==> config.mk <==
export PLATFORM = sky130hd
export DESIGN_NAME = radix_number_formatter
export DESIGN_NICKNAME = d
export VERILOG_FILES = /design/src/rnf_pkg.sv /design/src/rnf_front.sv /design/src/rnf_queue.sv /design/src/rnf_back.sv /design/src/radix_number_formatter.sv
export SDC_FILE = /design/constraint.sdc
export NUM_CORES = 1
export LEC_CHECK = 0
export BUFFER_PORTS_ARGS = -buffer_cell sky130_fd_sc_hd__buf_2
export CAP_MARGIN = 20
export CORE_MARGIN = 2
export CORE_UTILIZATION = 45
export DETAILED_ROUTE_END_ITERATION = 8
export PLACE_DENSITY = 0.61
export SYNTH_ARGS = -nofsm -noshare
export SYNTH_HDL_FRONTEND = slang
export SYNTH_SLANG_ARGS = --single-unit
==> constraint.sdc <==
create_clock -name clk -period 6.58 [get_ports clk]
set_input_delay 0.658 -clock clk [delete_from_list [all_inputs] [get_ports clk]]
set_output_delay 0.658 -clock clk [all_outputs]
set_load 0.05 [all_outputs]
==> src/rnf_pkg.sv <==
// shared constants, payload types and the digit-to-character helper
package rnf_pkg;

    localparam int INT_BITS    = 31;
    localparam int FRAC_BITS   = 32;
    localparam int CFG_W       = 5;
    localparam int CFG_IDX_W   = 2;
    localparam int CHAR_W      = 7;
    localparam int DIGIT_W     = 4;
    localparam int QUEUE_DEPTH = 2;

    localparam int STACK_AW  = $clog2(INT_BITS);
    localparam int DCNT_W    = $clog2(INT_BITS + 1);
    localparam int BIT_CNT_W = $clog2(INT_BITS);

    localparam logic [CFG_IDX_W-1:0] REG_RADIX       = CFG_IDX_W'(0);
    localparam logic [CFG_IDX_W-1:0] REG_FRAC_DIGITS = CFG_IDX_W'(1);

    localparam logic [CFG_W-1:0] RADIX_RESET       = CFG_W'(10);
    localparam logic [CFG_W-1:0] FRAC_DIGITS_RESET = CFG_W'(8);
    localparam logic [CFG_W-1:0] RADIX_MIN         = CFG_W'(2);
    localparam logic [CFG_W-1:0] RADIX_MAX         = CFG_W'(16);
    localparam logic [CFG_W-1:0] FRAC_DIGITS_MIN   = CFG_W'(1);
    localparam logic [CFG_W-1:0] FRAC_DIGITS_MAX   = CFG_W'(24);

    localparam logic [CHAR_W-1:0] CH_MINUS   = 7'h2D;
    localparam logic [CHAR_W-1:0] CH_COMMA   = 7'h2C;
    localparam logic [CHAR_W-1:0] CH_ZERO    = 7'h30;
    localparam logic [CHAR_W-1:0] CH_UPPER_A = 7'h41;

    localparam logic [DIGIT_W-1:0] DEC_DIGIT_MAX = DIGIT_W'(9);
    localparam logic [DIGIT_W-1:0] HEX_OFFSET    = DIGIT_W'(10);

    typedef struct packed {
        logic                 negative;
        logic [INT_BITS-1:0]  integer_magnitude;
        logic [FRAC_BITS-1:0] fraction;
    } num_t;

    typedef struct packed {
        logic [CHAR_W-1:0] char_code;
        logic              last;
    } chr_t;

    typedef struct packed {
        logic                 negative;
        logic [INT_BITS-1:0]  integer_magnitude;
        logic [FRAC_BITS-1:0] fraction;
        logic [CFG_W-1:0]     radix;
        logic [CFG_W-1:0]     frac_limit;
        logic                 int_zero;
        logic                 frac_zero;
    } job_t;

    function automatic logic [CHAR_W-1:0] digit_char(input logic [DIGIT_W-1:0] d);
        logic [CHAR_W-1:0] c;
        if (d <= DEC_DIGIT_MAX)
        begin
            c = CH_ZERO + {{(CHAR_W-DIGIT_W){1'b0}}, d};
        end
        else
        begin
            c = CH_UPPER_A + {{(CHAR_W-DIGIT_W){1'b0}}, DIGIT_W'(d - HEX_OFFSET)};
        end
        return c;
    endfunction

endpackage

==> src/rnf_front.sv <==
// front end: configuration registers, input acceptance and job classification
module rnf_front (
    input  logic                           clk,
    input  logic                           rst_n,
    input  logic                           cfg_we,
    input  logic [rnf_pkg::CFG_IDX_W-1:0]  cfg_index,
    input  logic [rnf_pkg::CFG_W-1:0]      cfg_data,
    input  logic                           num_valid,
    output logic                           num_ready,
    input  rnf_pkg::num_t                  num,
    output logic                           push,
    output rnf_pkg::job_t                  job,
    input  logic                           full
);
    import rnf_pkg::*;

    logic [CFG_W-1:0] radix_reg;
    logic [CFG_W-1:0] frac_digits_reg;
    logic [CFG_W-1:0] radix_clamped;
    logic [CFG_W-1:0] limit_clamped;

    always_ff @(posedge clk or negedge rst_n)
    begin
        if (!rst_n)
        begin
            radix_reg       <= RADIX_RESET;
            frac_digits_reg <= FRAC_DIGITS_RESET;
        end
        else if (cfg_we)
        begin
            unique case (cfg_index)
                REG_RADIX:       radix_reg       <= cfg_data;
                REG_FRAC_DIGITS: frac_digits_reg <= cfg_data;
                default:         ;
            endcase
        end
    end

    always_comb
    begin
        if (radix_reg < RADIX_MIN)
            radix_clamped = RADIX_MIN;
        else if (radix_reg > RADIX_MAX)
            radix_clamped = RADIX_MAX;
        else
            radix_clamped = radix_reg;

        if (frac_digits_reg < FRAC_DIGITS_MIN)
            limit_clamped = FRAC_DIGITS_MIN;
        else if (frac_digits_reg > FRAC_DIGITS_MAX)
            limit_clamped = FRAC_DIGITS_MAX;
        else
            limit_clamped = frac_digits_reg;
    end

    assign num_ready = !full;
    assign push      = num_valid && !full;

    always_comb
    begin
        job.negative          = num.negative;
        job.integer_magnitude = num.integer_magnitude;
        job.fraction          = num.fraction;
        job.radix             = radix_clamped;
        job.frac_limit        = limit_clamped;
        job.int_zero          = (num.integer_magnitude == '0);
        job.frac_zero         = (num.fraction == '0);
    end

endmodule

==> src/rnf_queue.sv <==
// short job queue between front and back
module rnf_queue #(
    parameter int DEPTH = rnf_pkg::QUEUE_DEPTH
) (
    input  logic          clk,
    input  logic          rst_n,
    input  logic          push,
    input  rnf_pkg::job_t push_data,
    output logic          full,
    input  logic          pop,
    output rnf_pkg::job_t pop_data,
    output logic          empty
);
    import rnf_pkg::*;

    localparam int PTR_W = (DEPTH > 1) ? $clog2(DEPTH) : 1;
    localparam int CNT_W = $clog2(DEPTH + 1);

    job_t             entry_reg [DEPTH];
    logic [PTR_W-1:0] wr_ptr_reg;
    logic [PTR_W-1:0] wr_ptr_next;
    logic [PTR_W-1:0] rd_ptr_reg;
    logic [PTR_W-1:0] rd_ptr_next;
    logic [CNT_W-1:0] count_reg;
    logic [CNT_W-1:0] count_next;
    logic             do_push;
    logic             do_pop;

    assign full     = (count_reg == CNT_W'(DEPTH));
    assign empty    = (count_reg == '0);
    assign do_push  = push && !full;
    assign do_pop   = pop && !empty;
    assign pop_data = entry_reg[rd_ptr_reg];

    always_comb
    begin
        wr_ptr_next = wr_ptr_reg;
        rd_ptr_next = rd_ptr_reg;
        count_next  = count_reg;
        if (do_push)
            wr_ptr_next = (wr_ptr_reg == PTR_W'(DEPTH - 1)) ? '0 : wr_ptr_reg + 1'b1;
        if (do_pop)
            rd_ptr_next = (rd_ptr_reg == PTR_W'(DEPTH - 1)) ? '0 : rd_ptr_reg + 1'b1;
        if (do_push && !do_pop)
            count_next = count_reg + 1'b1;
        else if (do_pop && !do_push)
            count_next = count_reg - 1'b1;
    end

    always_ff @(posedge clk or negedge rst_n)
    begin
        if (!rst_n)
        begin
            wr_ptr_reg <= '0;
            rd_ptr_reg <= '0;
            count_reg  <= '0;
        end
        else
        begin
            wr_ptr_reg <= wr_ptr_next;
            rd_ptr_reg <= rd_ptr_next;
            count_reg  <= count_next;
        end
    end

    always_ff @(posedge clk)
    begin
        if (do_push)
            entry_reg[wr_ptr_reg] <= push_data;
    end

endmodule

==> src/rnf_back.sv <==
// back end: bit-serial radix divider, digit stack, fraction multiplier, character output
module rnf_back (
    input  logic          clk,
    input  logic          rst_n,
    input  logic          empty,
    input  rnf_pkg::job_t job,
    output logic          pop,
    output logic          chr_valid,
    input  logic          chr_ready,
    output rnf_pkg::chr_t chr
);
    import rnf_pkg::*;

    localparam logic [2:0] S_IDLE   = 3'd0;
    localparam logic [2:0] S_SIGN   = 3'd1;
    localparam logic [2:0] S_DIVCHK = 3'd2;
    localparam logic [2:0] S_DIV    = 3'd3;
    localparam logic [2:0] S_INT    = 3'd4;
    localparam logic [2:0] S_COMMA  = 3'd5;
    localparam logic [2:0] S_FRAC   = 3'd6;

    localparam int PROD_W = FRAC_BITS + CFG_W;

    logic [2:0]           state_reg,     state_next;
    logic                 neg_reg,       neg_next;
    logic                 int_zero_reg,  int_zero_next;
    logic                 frac_zero_reg, frac_zero_next;
    logic [INT_BITS-1:0]  quo_reg,       quo_next;
    logic [DIGIT_W-1:0]   rem_reg,       rem_next;
    logic [BIT_CNT_W-1:0] bit_cnt_reg,   bit_cnt_next;
    logic [DCNT_W-1:0]    dcnt_reg,      dcnt_next;
    logic [FRAC_BITS-1:0] frac_reg,      frac_next;
    logic [CFG_W-1:0]     fcnt_reg,      fcnt_next;
    logic [CFG_W-1:0]     radix_reg,     radix_next;
    logic [CFG_W-1:0]     lim_reg,       lim_next;
    logic                 out_valid_reg, out_valid_next;
    chr_t                 out_data_reg,  out_data_next;

    logic [DIGIT_W-1:0]   digit_stack [INT_BITS];
    logic                 stack_we;
    logic [STACK_AW-1:0]  stack_rd_idx;
    logic [DIGIT_W-1:0]   stack_rd;

    logic                 out_free;
    logic                 emit;
    logic [CHAR_W-1:0]    emit_char;
    logic                 emit_last;

    logic [DIGIT_W:0]     div_trial;
    logic                 div_ge;
    logic [DIGIT_W-1:0]   rem_step;
    logic [PROD_W-1:0]    prod;
    logic [FRAC_BITS-1:0] prod_frac;
    logic [CFG_W-1:0]     fcnt_inc;

    assign out_free     = !out_valid_reg || chr_ready;
    assign stack_rd_idx = STACK_AW'(dcnt_reg - 1'b1);
    assign stack_rd     = digit_stack[stack_rd_idx];

    // one quotient bit per cycle, remainder stays below the radix
    assign div_trial = {rem_reg, quo_reg[INT_BITS-1]};
    assign div_ge    = (div_trial >= radix_reg);
    assign rem_step  = div_ge ? DIGIT_W'(div_trial - radix_reg)
                              : div_trial[DIGIT_W-1:0];

    assign prod      = {{CFG_W{1'b0}}, frac_reg} * {{FRAC_BITS{1'b0}}, radix_reg};
    assign prod_frac = prod[FRAC_BITS-1:0];
    assign fcnt_inc  = fcnt_reg + 1'b1;

    always_comb
    begin
        state_next     = state_reg;
        neg_next       = neg_reg;
        int_zero_next  = int_zero_reg;
        frac_zero_next = frac_zero_reg;
        quo_next       = quo_reg;
        rem_next       = rem_reg;
        bit_cnt_next   = bit_cnt_reg;
        dcnt_next      = dcnt_reg;
        frac_next      = frac_reg;
        fcnt_next      = fcnt_reg;
        radix_next     = radix_reg;
        lim_next       = lim_reg;
        pop            = 1'b0;
        stack_we       = 1'b0;
        emit           = 1'b0;
        emit_char      = CH_ZERO;
        emit_last      = 1'b0;

        unique case (state_reg)
            S_IDLE:
            begin
                if (!empty)
                begin
                    pop            = 1'b1;
                    neg_next       = job.negative;
                    int_zero_next  = job.int_zero;
                    frac_zero_next = job.frac_zero;
                    quo_next       = job.integer_magnitude;
                    frac_next      = job.fraction;
                    radix_next     = job.radix;
                    lim_next       = job.frac_limit;
                    dcnt_next      = '0;
                    state_next     = S_SIGN;
                end
            end
            S_SIGN:
            begin
                if (!neg_reg)
                begin
                    state_next = S_DIVCHK;
                end
                else if (out_free)
                begin
                    emit       = 1'b1;
                    emit_char  = CH_MINUS;
                    state_next = S_DIVCHK;
                end
            end
            S_DIVCHK:
            begin
                if (quo_reg == '0 || dcnt_reg == DCNT_W'(INT_BITS))
                begin
                    state_next = S_INT;
                end
                else
                begin
                    rem_next     = '0;
                    bit_cnt_next = '0;
                    state_next   = S_DIV;
                end
            end
            S_DIV:
            begin
                quo_next = {quo_reg[INT_BITS-2:0], div_ge};
                rem_next = rem_step;
                if (bit_cnt_reg == BIT_CNT_W'(INT_BITS - 1))
                begin
                    stack_we   = 1'b1;
                    dcnt_next  = dcnt_reg + 1'b1;
                    state_next = S_DIVCHK;
                end
                else
                begin
                    bit_cnt_next = bit_cnt_reg + 1'b1;
                end
            end
            S_INT:
            begin
                if (out_free)
                begin
                    emit = 1'b1;
                    if (int_zero_reg)
                    begin
                        emit_char  = CH_ZERO;
                        state_next = S_COMMA;
                    end
                    else
                    begin
                        emit_char = digit_char(stack_rd);
                        dcnt_next = dcnt_reg - 1'b1;
                        if (dcnt_reg == DCNT_W'(1))
                            state_next = S_COMMA;
                    end
                end
            end
            S_COMMA:
            begin
                if (out_free)
                begin
                    emit       = 1'b1;
                    emit_char  = CH_COMMA;
                    fcnt_next  = '0;
                    state_next = S_FRAC;
                end
            end
            S_FRAC:
            begin
                if (out_free)
                begin
                    emit = 1'b1;
                    if (frac_zero_reg)
                    begin
                        emit_char  = CH_ZERO;
                        emit_last  = 1'b1;
                        state_next = S_IDLE;
                    end
                    else
                    begin
                        emit_char = digit_char(prod[FRAC_BITS +: DIGIT_W]);
                        emit_last = (prod_frac == '0) || (fcnt_inc >= lim_reg);
                        frac_next = prod_frac;
                        fcnt_next = fcnt_inc;
                        if (emit_last)
                            state_next = S_IDLE;
                    end
                end
            end
            default:
            begin
                state_next = S_IDLE;
            end
        endcase
    end

    always_comb
    begin
        out_valid_next = out_valid_reg;
        out_data_next  = out_data_reg;
        if (emit)
        begin
            out_valid_next          = 1'b1;
            out_data_next.char_code = emit_char;
            out_data_next.last      = emit_last;
        end
        else if (chr_ready)
        begin
            out_valid_next = 1'b0;
        end
    end

    always_ff @(posedge clk or negedge rst_n)
    begin
        if (!rst_n)
        begin
            state_reg     <= S_IDLE;
            out_valid_reg <= 1'b0;
            quo_reg       <= '0;
            frac_reg      <= '0;
            dcnt_reg      <= '0;
        end
        else
        begin
            state_reg     <= state_next;
            out_valid_reg <= out_valid_next;
            quo_reg       <= quo_next;
            frac_reg      <= frac_next;
            dcnt_reg      <= dcnt_next;
        end
    end

    always_ff @(posedge clk)
    begin
        neg_reg       <= neg_next;
        int_zero_reg  <= int_zero_next;
        frac_zero_reg <= frac_zero_next;
        rem_reg       <= rem_next;
        bit_cnt_reg   <= bit_cnt_next;
        fcnt_reg      <= fcnt_next;
        radix_reg     <= radix_next;
        lim_reg       <= lim_next;
        out_data_reg  <= out_data_next;
    end

    always_ff @(posedge clk)
    begin
        if (stack_we)
            digit_stack[dcnt_reg[STACK_AW-1:0]] <= rem_step;
    end

    assign chr_valid = out_valid_reg;
    assign chr       = out_data_reg;

endmodule

==> src/radix_number_formatter.sv <==
// top level of the radix number formatter: front end, job queue and back end
//
//   channel   direction   handshake               payload
//   num       in          num_valid / num_ready   rnf_pkg::num_t (sign, integer, Q0.32 fraction)
//   chr       out         chr_valid / chr_ready   rnf_pkg::chr_t (ascii char, last flag)
//   cfg       in          cfg_we                  cfg_index, cfg_data (radix, frac_digits)
//
// each integer digit comes from the bit-serial divider, S_DIVCHK and then S_DIV at
// one quotient bit per cycle; output characters then follow at one per cycle
// while chr_ready keeps the output register free
// reset is asynchronous active low; config and queue come up ready at once
// the queue takes new items while the back end works or waits on chr_ready
module radix_number_formatter #(
    parameter int QUEUE_DEPTH = rnf_pkg::QUEUE_DEPTH
) (
    input  logic                           clk,
    input  logic                           rst_n,
    input  logic                           cfg_we,
    input  logic [rnf_pkg::CFG_IDX_W-1:0]  cfg_index,
    input  logic [rnf_pkg::CFG_W-1:0]      cfg_data,
    input  logic                           num_valid,
    output logic                           num_ready,
    input  rnf_pkg::num_t                  num,
    output logic                           chr_valid,
    input  logic                           chr_ready,
    output rnf_pkg::chr_t                  chr
);
    import rnf_pkg::*;

    logic push;
    logic full;
    logic pop;
    logic empty;
    job_t push_job;
    job_t pop_job;

    rnf_front u_front (
        .clk       (clk),
        .rst_n     (rst_n),
        .cfg_we    (cfg_we),
        .cfg_index (cfg_index),
        .cfg_data  (cfg_data),
        .num_valid (num_valid),
        .num_ready (num_ready),
        .num       (num),
        .push      (push),
        .job       (push_job),
        .full      (full)
    );

    rnf_queue #(
        .DEPTH (QUEUE_DEPTH)
    ) u_queue (
        .clk       (clk),
        .rst_n     (rst_n),
        .push      (push),
        .push_data (push_job),
        .full      (full),
        .pop       (pop),
        .pop_data  (pop_job),
        .empty     (empty)
    );

    rnf_back u_back (
        .clk       (clk),
        .rst_n     (rst_n),
        .empty     (empty),
        .job       (pop_job),
        .pop       (pop),
        .chr_valid (chr_valid),
        .chr_ready (chr_ready),
        .chr       (chr)
    );

endmodule
==> flow_metrics.env, run 1 <==
export IMPL_yosys_warnings=0
export IMPL_syn_inst=1807
export IMPL_fin_worst_skew_ns=0.02687
export IMPL_drt_iter0_markers=880
export IMPL_synth_edf_count=311
export IMPL_vias=14034
export IMPL_clkTransAtPathRegs_ns=0.06
export IMPL_netlist_top_cells_area="edfxtp_1, dfrtp_1, fa_1, ha_1, and2_1"
export IMPL_antenna_found_initial=0
export IMPL_grtUsageTotal_pct=20.20
export IMPL_maxSlewHeadroom_pct=30.30
export IMPL_syn_to_final_growth_pct=12.34
export IMPL_drcViolationCount=0
export IMPL_status="finished, final reports clean"
export IMPL_syn_avg_cell_area_sq_um=12.28
export IMPL_dieHeight_um=226.1
export IMPL_yosysMostFrequentCell="edfxtp_1"
export IMPL_synth_area_sq_um=22190
export IMPL_gp_congestion=0.9045
export IMPL_drv_cap=0
export IMPL_dieArea_sq_um=51100
export IMPL_ioPinCount=86
export IMPL_firstDrtPassIters=5
export IMPL_antenna_diode_count=0
export IMPL_coreArea_sq_um=48850
export IMPL_fin_crit_ns=6.257
export IMPL_critical_path_class="register to register"
export IMPL_slew_viol_final=0
export IMPL_setup_viol_count_final=0
export IMPL_async_flop_share_pct=21.66
export IMPL_ys_top_cells_by_count="edfxtp_1, nand2_1, inv_1"
export IMPL_ant_nets=0
export IMPL_start_util_pct=45.43
export IMPL_grt_max_degree=77
export IMPL_clock_sinks=397
export IMPL_fin_nets=2118
export IMPL_synthDistinctLibCells=79
export IMPL_tightestPinTransition_ns=1.043
export IMPL_ff2ff_setup_slack_ns=0.32
export IMPL_endpoint_kind="register"
export IMPL_dpl_hpwl_um=35100
export IMPL_finalWirelength_um=50140
export IMPL_reg2reg_depth=23
export IMPL_drive_gt1_share_pct=17.01
export IMPL_hold_viol_final=0
export IMPL_fin_crit_sh_pct=95.09
export IMPL_min_path_cells=1
export IMPL_synth_top_area_cell="edfxtp_1"
export IMPL_cts_buffers=44
export IMPL_synthFlopType="edfxtp_1"
export IMPL_h_tree_depth=2
export IMPL_clock_path_buffers=3
export IMPL_cp_arrival_ns=6.55
export IMPL_rsz0062_at_grt="no"
export IMPL_synth_seq_cells=397
export IMPL_grt_pass1_wl_um=80090
export IMPL_vias_per_cell=5.437
export IMPL_io_buffer_count=85
export IMPL_synth_net_count=2043
export IMPL_start_kind="register"
export IMPL_synth_seq_area_share_pct=51.80
export IMPL_min_path_type="input pin to register"
export IMPL_rows=81
export IMPL_setup_tns_ns=0
export IMPL_largest_register_ffs=152
export IMPL_cts_tree="done"
export IMPL_grt_overflow=0
export IMPL_root_buffer="clkbuf_16"
export IMPL_clk_latency_ns=0.59
export IMPL_fin_util_pct=51.03
export IMPL_cp_data_required_time_ns=6.88
export IMPL_max_freq_mhz=159.8
export IMPL_grt_pass1_vias=14636
export IMPL_routedWlPerCell_um=19.43
export IMPL_synth_top_cell_area_share_pct=42.09
export IMPL_fp_dieW_um=226.1
export IMPL_critPathMaxFanout=13
-- logic make-up (layout without fill, tap and decap cells) --
family	Yosys count	in the layout	share of synthesized area (%)
and+or+nand+nor	550	550	12.44
DFF	397	397	51.80
AOI/OAI and AO/OA	285	285	9.140
buffers and inverters	229	339	4.048
adders and majority gates	160	160	12.07
muxes	133	133	8.210
xor gates and xnor gates	53	53	2.295
-- metrics by stage --
stage / area [sq um] / setup slack, ns / std cells / hold slack, ns
after global routing: 24930 / 0.0003237 / 2581 / 0.2514
after CTS: 24810 / 0.2503 / 2574 / 0.2408
after detailed placement: 23310 / 0.2588 / 2492 / 0.4884
after global placement: 23310 / 0.4364 / 2492 / 0.4895
final: 24930 / 0.3230 / 2581 / 0.2681
after floorplan: 22190 / 0.7771 / 1807 / 0.3624
-- critical path, stage by stage, from the launching register on --
cell and delay [ns]:
edfxtp_1 0.36, buf_4 0.19, buf_4 0.15, and2_1 0.15, fa_1 0.49, fa_1 0.54, inv_1 0.05, fa_1 0.53
inv_1 0.04, ha_1 0.36, and3_1 0.22, a221o_1 0.39, a32oi_1 0.22, nand3_1 0.19, a311o_1 0.36, a21oi_2 0.19
xor2_2 0.24, inv_1 0.08, ha_1 0.22, o221ai_1 0.25, o21bai_1 0.11, or3_1 0.33, a21oi_2 0.19, o311ai_1 0.11
-- repair_timing --
| item | 4_1_cts | 5_1_grt |
|---|---|---|
| endpoints found under the hold margin | 12 | 0 |
| hold buffers | 1 | 0 |
| gates resized for setup | 0 | 4 |
| setup buffers | 0 | 4 |
| endpoints found under the setup margin | 0 | 5 |
-- worst paths after layout --
kind / startpoint / to
max: u_back.radix_reg[3] / u_back.chr[5]
min: num[47] / u_queue.entry_reg[0][59]
max reg2reg: u_back.radix_reg[3] / u_back.chr[5]
min reg2reg: u_front.radix_reg[0] / u_front.radix_reg[0]
max in group asynchronous: rst_n / u_queue.rd_ptr_reg
min in group asynchronous: rst_n / u_back.frac_reg[7]
-- layout make-up --
type / count / area [sq um]
fill: 4277 / 23920
clock buffer: 54 / 1169
multi-input combinational: 1181 / 9867
timing repair buffer: 115 / 705.7
clock inverter: 27 / 319.1
tap: 664 / 830.8
inverter: 143 / 536.8
sequential: 397 / 11500
-- per-layer routing --
layer	share of wire, %	GRT usage [%]
met2	50	35.60
met4	2.1	5.221
met5	0	0
met3	3.7	3.292
met1	44	25.92
-- cell usage in the layout (no fill, tap or decap), types with 11 or more instances in the layout --
| cell type | n |
|---|---|
| nor2_1 | 122 |
| fa_1 | 90 |
| a21oi_1 | 72 |
| nor4_1 | 31 |
| o21ai_0 | 58 |
| o221a_2 | 29 |
| clkbuf_16 | 44 |
| buf_2 | 84 |
| mux2_2 | 32 |
| edfxtp_1 | 311 |
| xor2_1 | 20 |
| nand3_1 | 17 |
| and3_1 | 14 |
| ha_1 | 70 |
| mux4_2 | 36 |
| a21o_1 | 18 |
| nand2_1 | 146 |
| xnor2_1 | 27 |
| nor3_1 | 23 |
| nor2b_1 | 13 |
| buf_4 | 26 |
| nand4_1 | 14 |
| dfrtp_1 | 81 |
| inv_1 | 142 |
| nand2b_1 | 11 |
| and2_1 | 128 |
| mux2i_1 | 65 |
Power of run 1 is not shown: default switching activity piles up to over one toggle a cycle in this logic, so the estimate is an artifact.
==> run 2: changes to the inputs <==
- CORE_UTILIZATION: 45 -> 55
- PLACE_DENSITY: 0.61 -> 0.72
==> run 2 against run 1 <==
Net effect:
- worst setup slack worse by 0.029 ns
- via count is 0.56% higher
- flip-flop and latch count stayed put
- worst hold slack better by 0.014 ns
- fmax is 0.46% lower
- critical path type unchanged
- global-route usage is 3.6 points higher
- sequential share of layout area is 0.48 points higher
- final area is 1.0% lower
- register-to-register slack worse by 0.03 ns
- utilization is 11 points higher
- largest cell class unchanged
- wire length is 3.6% lower
==> flow_metrics.env, run 2 (synthesized netlist as in run 1, its figures left out) <==
export IMPL_status="finished, final reports clean"
export IMPL_drcViolationCount=0
export IMPL_fin_worst_skew_ns=0.02752
export IMPL_cts_tree="done"
export IMPL_firstDrtPassIters=7
export IMPL_cts_buffers=42
export IMPL_ant_nets=0
export IMPL_grt_pass1_wl_um=78330
export IMPL_syn_to_final_growth_pct=11.18
export IMPL_fin_crit_sh_pct=95.53
export IMPL_drt_iter0_markers=982
export IMPL_fin_crit_ns=6.286
export IMPL_root_buffer="clkbuf_16"
export IMPL_hold_viol_final=0
export IMPL_mostFrequentLayoutCell="edfxtp_1"
export IMPL_use_met1_pct=31.42
export IMPL_min_path_type="input pin to register"
export IMPL_drive_gt1_share_pct=16.88
export IMPL_routedWlPerCell_um=19.82
export IMPL_layout_common_cells="edfxtp_1, nand2_1, inv_1"
export IMPL_met2_usage_pct=40.87
export IMPL_ioPinCount=86
export IMPL_holdWs_ns=0.2821
export IMPL_start_kind="register"
export IMPL_drv_cap=0
export IMPL_grt_pass1_vias=14611
export IMPL_max_freq_mhz=159.1
export IMPL_setup_viol_count_final=0
export IMPL_grtUsageTotal_pct=23.76
export IMPL_dpl_hpwl_um=33480
export IMPL_vias_per_cell=5.789
export IMPL_fin_nets=2119
export IMPL_clock_path_buffers=3
export IMPL_dp_cells=2349
export IMPL_slew_viol_final=0
export IMPL_coreArea_sq_um=39820
export IMPL_clock_sinks=397
export IMPL_vias=14113
export IMPL_critPathMaxFanout=6
export IMPL_critical_path_class="register to register"
export IMPL_io_buffer_count=85
export IMPL_cp_arrival_ns=6.58
export IMPL_start_util_pct=55.72
export IMPL_h_tree_depth=2
export IMPL_largest_register_ffs=152
export IMPL_endpoint_kind="register"
export IMPL_fp_dieW_um=204.9
export IMPL_fillCellCount=3222
export IMPL_antenna_found_initial=0
export IMPL_dieHeight_um=204.9
export IMPL_antenna_diode_count=0
export IMPL_clk_latency_ns=0.59
export IMPL_tightestPinTransition_ns=1.006
export IMPL_dieArea_sq_um=41970
export IMPL_cp_data_required_time_ns=6.88
export IMPL_gp_congestion=0.9296
export IMPL_rows=73
export IMPL_top_usage_layer="met2"
export IMPL_use_met3_pct=3.118
export IMPL_clkTransAtPathRegs_ns=0.06
export IMPL_grt_overflow=0
export IMPL_finalWirelength_um=48330
export IMPL_final_cells=2438
export IMPL_grt_max_degree=77
export IMPL_maxSlewHeadroom_pct=32.79
==> run 2: cell types whose count changed in the layout (fill, tap and decap cells not counted), moves of 2 or more <==
| cell | delta |
|---|---|
| a21oi_2 | +2 |
| o21ai_1 | +2 |
| bufinv_16 | -2 |
| o21ai_0 | -2 |
| a21oi_4 | -3 |
| clkbuf_1 | +3 |
| clkinv_2 | -5 |
==> run 2: area by class of cell <==
cell class	instances	area (sq um)	area share (%)
Sequential cell	397	11500	46.61
Multi-Input combinational cell	1181	9863	39.98
Clock buffer	56	1155	4.681
Timing Repair Buffer	118	738.2	2.992
Tap cell	525	656.9	2.663
Inverter	143	536.8	2.176
Clock inverter	18	220.2	0.8926
==> run 2: per-stage QoR <==
step	setup WS [ns]	utilization [%]	setup TNS (ns)	area, sq um
after floorplan	0.7771	-	0	22190
after global placement	0.4413	57.95	0	23080
after detailed placement	0.1822	58.02	0	23100
after CTS	0.2046	61.49	0	24490
after global routing	-0.02284	61.95	-0.02284	24670
final	0.2940	61.95	0	24670
==> run 2: routing by layer <==
metal / wire, um / vias to the layer above
met3: 2071 / 80
met4: 1151 / 0
met1: 20840 / 7052
li1: - / 6639
met5: 0 / -
met2: 24270 / 342
==> run 2: worst paths after layout <==
path | from | end | slack [ns] | depth (start not counted)
max | u_back.radix_reg[4] | u_back.chr[5] | 0.29 | 22
min | num[35] | u_queue.entry_reg[1][47] | 0.28 | 1
max reg2reg | u_back.radix_reg[4] | u_back.chr[5] | 0.29 | 22
min reg2reg | u_front.frac_digits_reg[2] | u_front.frac_digits_reg[2] | 0.53 | 1
max in group asynchronous | rst_n | u_queue.rd_ptr_reg | 4.76 | 3
min in group asynchronous | rst_n | u_back.frac_reg[15] | 0.53 | 2
==> run 2: repair_timing <==
action,in CTS,in global routing
resized for setup,0,9
endpoints found under the setup margin,0,4
setup buffers,0,11
hold endpoints to repair,18,0
hold buffers,1,0
==> run 2: critical path, cell delays in order (launching register included) <==
cell and delay (ns):
edfxtp_1 0.50, buf_4 0.20, and2_1 0.15, fa_1 0.50, fa_1 0.54, inv_1 0.05, fa_1 0.53, inv_1 0.04
ha_1 0.36, a21o_1 0.21, a221o_1 0.44, a32oi_2 0.24, nand3_2 0.13, a311o_1 0.31, a21oi_2 0.18, xor2_2 0.25
inv_1 0.07, ha_1 0.24, o221ai_2 0.24, o21bai_2 0.12, or3_1 0.36, a21oi_2 0.20, o311ai_1 0.13
Power of run 2 is left out for the same reason.
==> run 3: changes to the inputs <==
- CORE_MARGIN: 2 -> 10
- PLACE_DENSITY: 0.72 -> 0.77
==> run 3 against run 2 <==
Net effect:
- via count grew 2.1%
- global-route usage shrank 3.9 points
- worst setup slack gained 0.014 ns
- wire length grew 2.3%
- critical path depth is the same
- die area grew 16%
- worst hold slack lost 0.20 ns
- register-to-register slack is essentially flat
- non-clock buffer count shrank 4
- critical path type unchanged
==> flow_metrics.env, run 3 (synthesized netlist as in run 1, its figures left out) <==
export IMPL_ioPinCount=86
export IMPL_drt_iter0_markers=1325
export IMPL_reg2reg_depth=22
export IMPL_largest_register_ffs=152
export IMPL_holdWs_ns=0.08414
export IMPL_fp_dieW_um=220.9
export IMPL_cp_arrival_ns=6.56
export IMPL_critical_path_class="register to register"
export IMPL_clkTransAtPathRegs_ns=0.06
export IMPL_vias=14408
export IMPL_reg2reg_from="u_back.radix_reg[4]"
export IMPL_syn_to_final_growth_pct=11.01
export IMPL_drv_cap=0
export IMPL_mostFrequentLayoutCell="edfxtp_1"
export IMPL_ant_nets=0
export IMPL_maxSlewHeadroom_pct=26.74
export IMPL_grtUsageTotal_pct=19.90
export IMPL_worstReg2RegEnd="u_back.chr[5]"
export IMPL_endpoint_kind="register"
export IMPL_slew_viol_final=0
export IMPL_grt_max_degree=77
export IMPL_critPathMaxFanout=11
export IMPL_firstDrtPassIters=5
export IMPL_rows=73
export IMPL_tightestPinTransition_ns=1.099
export IMPL_fin_crit_ns=6.272
export IMPL_drive_gt1_share_pct=17.01
export IMPL_io_buffer_count=85
export IMPL_vias_per_cell=5.915
export IMPL_dieHeight_um=220.9
export IMPL_antenna_found_initial=0
export IMPL_dieArea_sq_um=48780
export IMPL_clk_latency_ns=0.57
export IMPL_drcViolationCount=0
export IMPL_cp_data_required_time_ns=6.87
export IMPL_routedWlPerCell_um=20.30
export IMPL_hold_viol_final=0
export IMPL_cts_tree="done"
export IMPL_fin_crit_sh_pct=95.32
export IMPL_grt_pass1_vias=14783
export IMPL_coreArea_sq_um=39820
export IMPL_setup_viol_count_final=0
export IMPL_h_tree_depth=2
export IMPL_grt_overflow=0
export IMPL_min_path_type="input pin to async pin"
export IMPL_start_kind="register"
export IMPL_root_buffer="clkbuf_16"
export IMPL_clock_sinks=397
export IMPL_grt_pass1_wl_um=80050
export IMPL_fin_worst_skew_ns=0.01321
export IMPL_antenna_diode_count=0
export IMPL_finalWirelength_um=49440
export IMPL_layout_common_cells="edfxtp_1, nand2_1, inv_1"
export IMPL_clock_path_buffers=3
export IMPL_fin_nets=2114
export IMPL_ff2ff_setup_slack_ns=0.31
export IMPL_cts_buffers=41
export IMPL_max_freq_mhz=159.4
export IMPL_gp_congestion=0.9365
export IMPL_dpl_hpwl_um=34280
export IMPL_status="finished, final reports clean"
export IMPL_start_util_pct=55.72
run 3: through the flow:
stage / area [sq um] / worst slack [ns] / setup TNS, ns / instances / util (%)
after global placement: 23090 / 0.4271 / 0 / 2350 / 57.98
final: 24630 / 0.3083 / 0 / 2436 / 61.85
after detailed placement: 23090 / 0.2207 / 0 / 2350 / 57.98
after floorplan: 22190 / 0.7771 / 0 / 1807 / -
after CTS: 24520 / 0.1770 / 0 / 2426 / 61.57
after global routing: 24630 / -0.04627 / -0.06216 / 2436 / 61.85
run 3: cell type report:
| type | count | area (sq um) |
|---|---|---|
| repair buffers | 114 | 663.1 |
| clock buffers | 51 | 1137 |
| clock inverters | 25 | 289.0 |
| flip-flops and latches | 397 | 11500 |
| multi-input cells | 1181 | 9849 |
| fillers | 3010 | 15190 |
| well taps | 525 | 656.9 |
| inverters | 143 | 536.8 |
run 3: worst max-delay path by stage:
stage / startpoint / end / slack (ns)
after floorplan: u_back.radix_reg[3] / u_back.chr[5] / 0.78
after global placement: u_back.radix_reg[2] / u_back.chr[5] / 0.43
after detailed placement: u_back.radix_reg[3] / u_back.chr[5] / 0.22
after CTS: u_back.radix_reg[3] / u_back.chr[5] / 0.18
after global routing: u_back.radix_reg[4] / u_back.chr[5] / -0.05
final: u_back.radix_reg[4] / u_back.chr[5] / 0.31
run 3: critical path, cell delays in order, from the launching register on:
cell      delay, ns
edfxtp_1       0.50
buf_4          0.19
and2_1         0.14
fa_1           0.46
fa_1           0.52
inv_1          0.05
fa_1           0.53
inv_1          0.04
ha_1           0.43
and3_1         0.23
a221o_1        0.38
a32oi_1        0.26
nand3_2        0.15
a311o_1        0.31
a21oi_2        0.18
xor2_2         0.23
inv_1          0.07
ha_1           0.23
o221ai_1       0.29
o21bai_2       0.15
or3_1          0.34
a21oi_2        0.19
o311ai_1       0.12
run 3: metal layers:
metal	share of wire (%)	track usage [%]	vias to the layer above
li1	-	-	6635
met1	42	25.78	7193
met2	50	33.72	486
met3	5.5	3.309	94
met4	2.5	5.945	0
met5	0	0	-
run 3: repair_timing:
item                       4_1_cts  5_1_grt
hold buffers                     0        0
buffers inserted                 0        9
setup endpoints to repair        0        6
gates resized for setup          0        6
Power of run 3 is left out for the same reason.
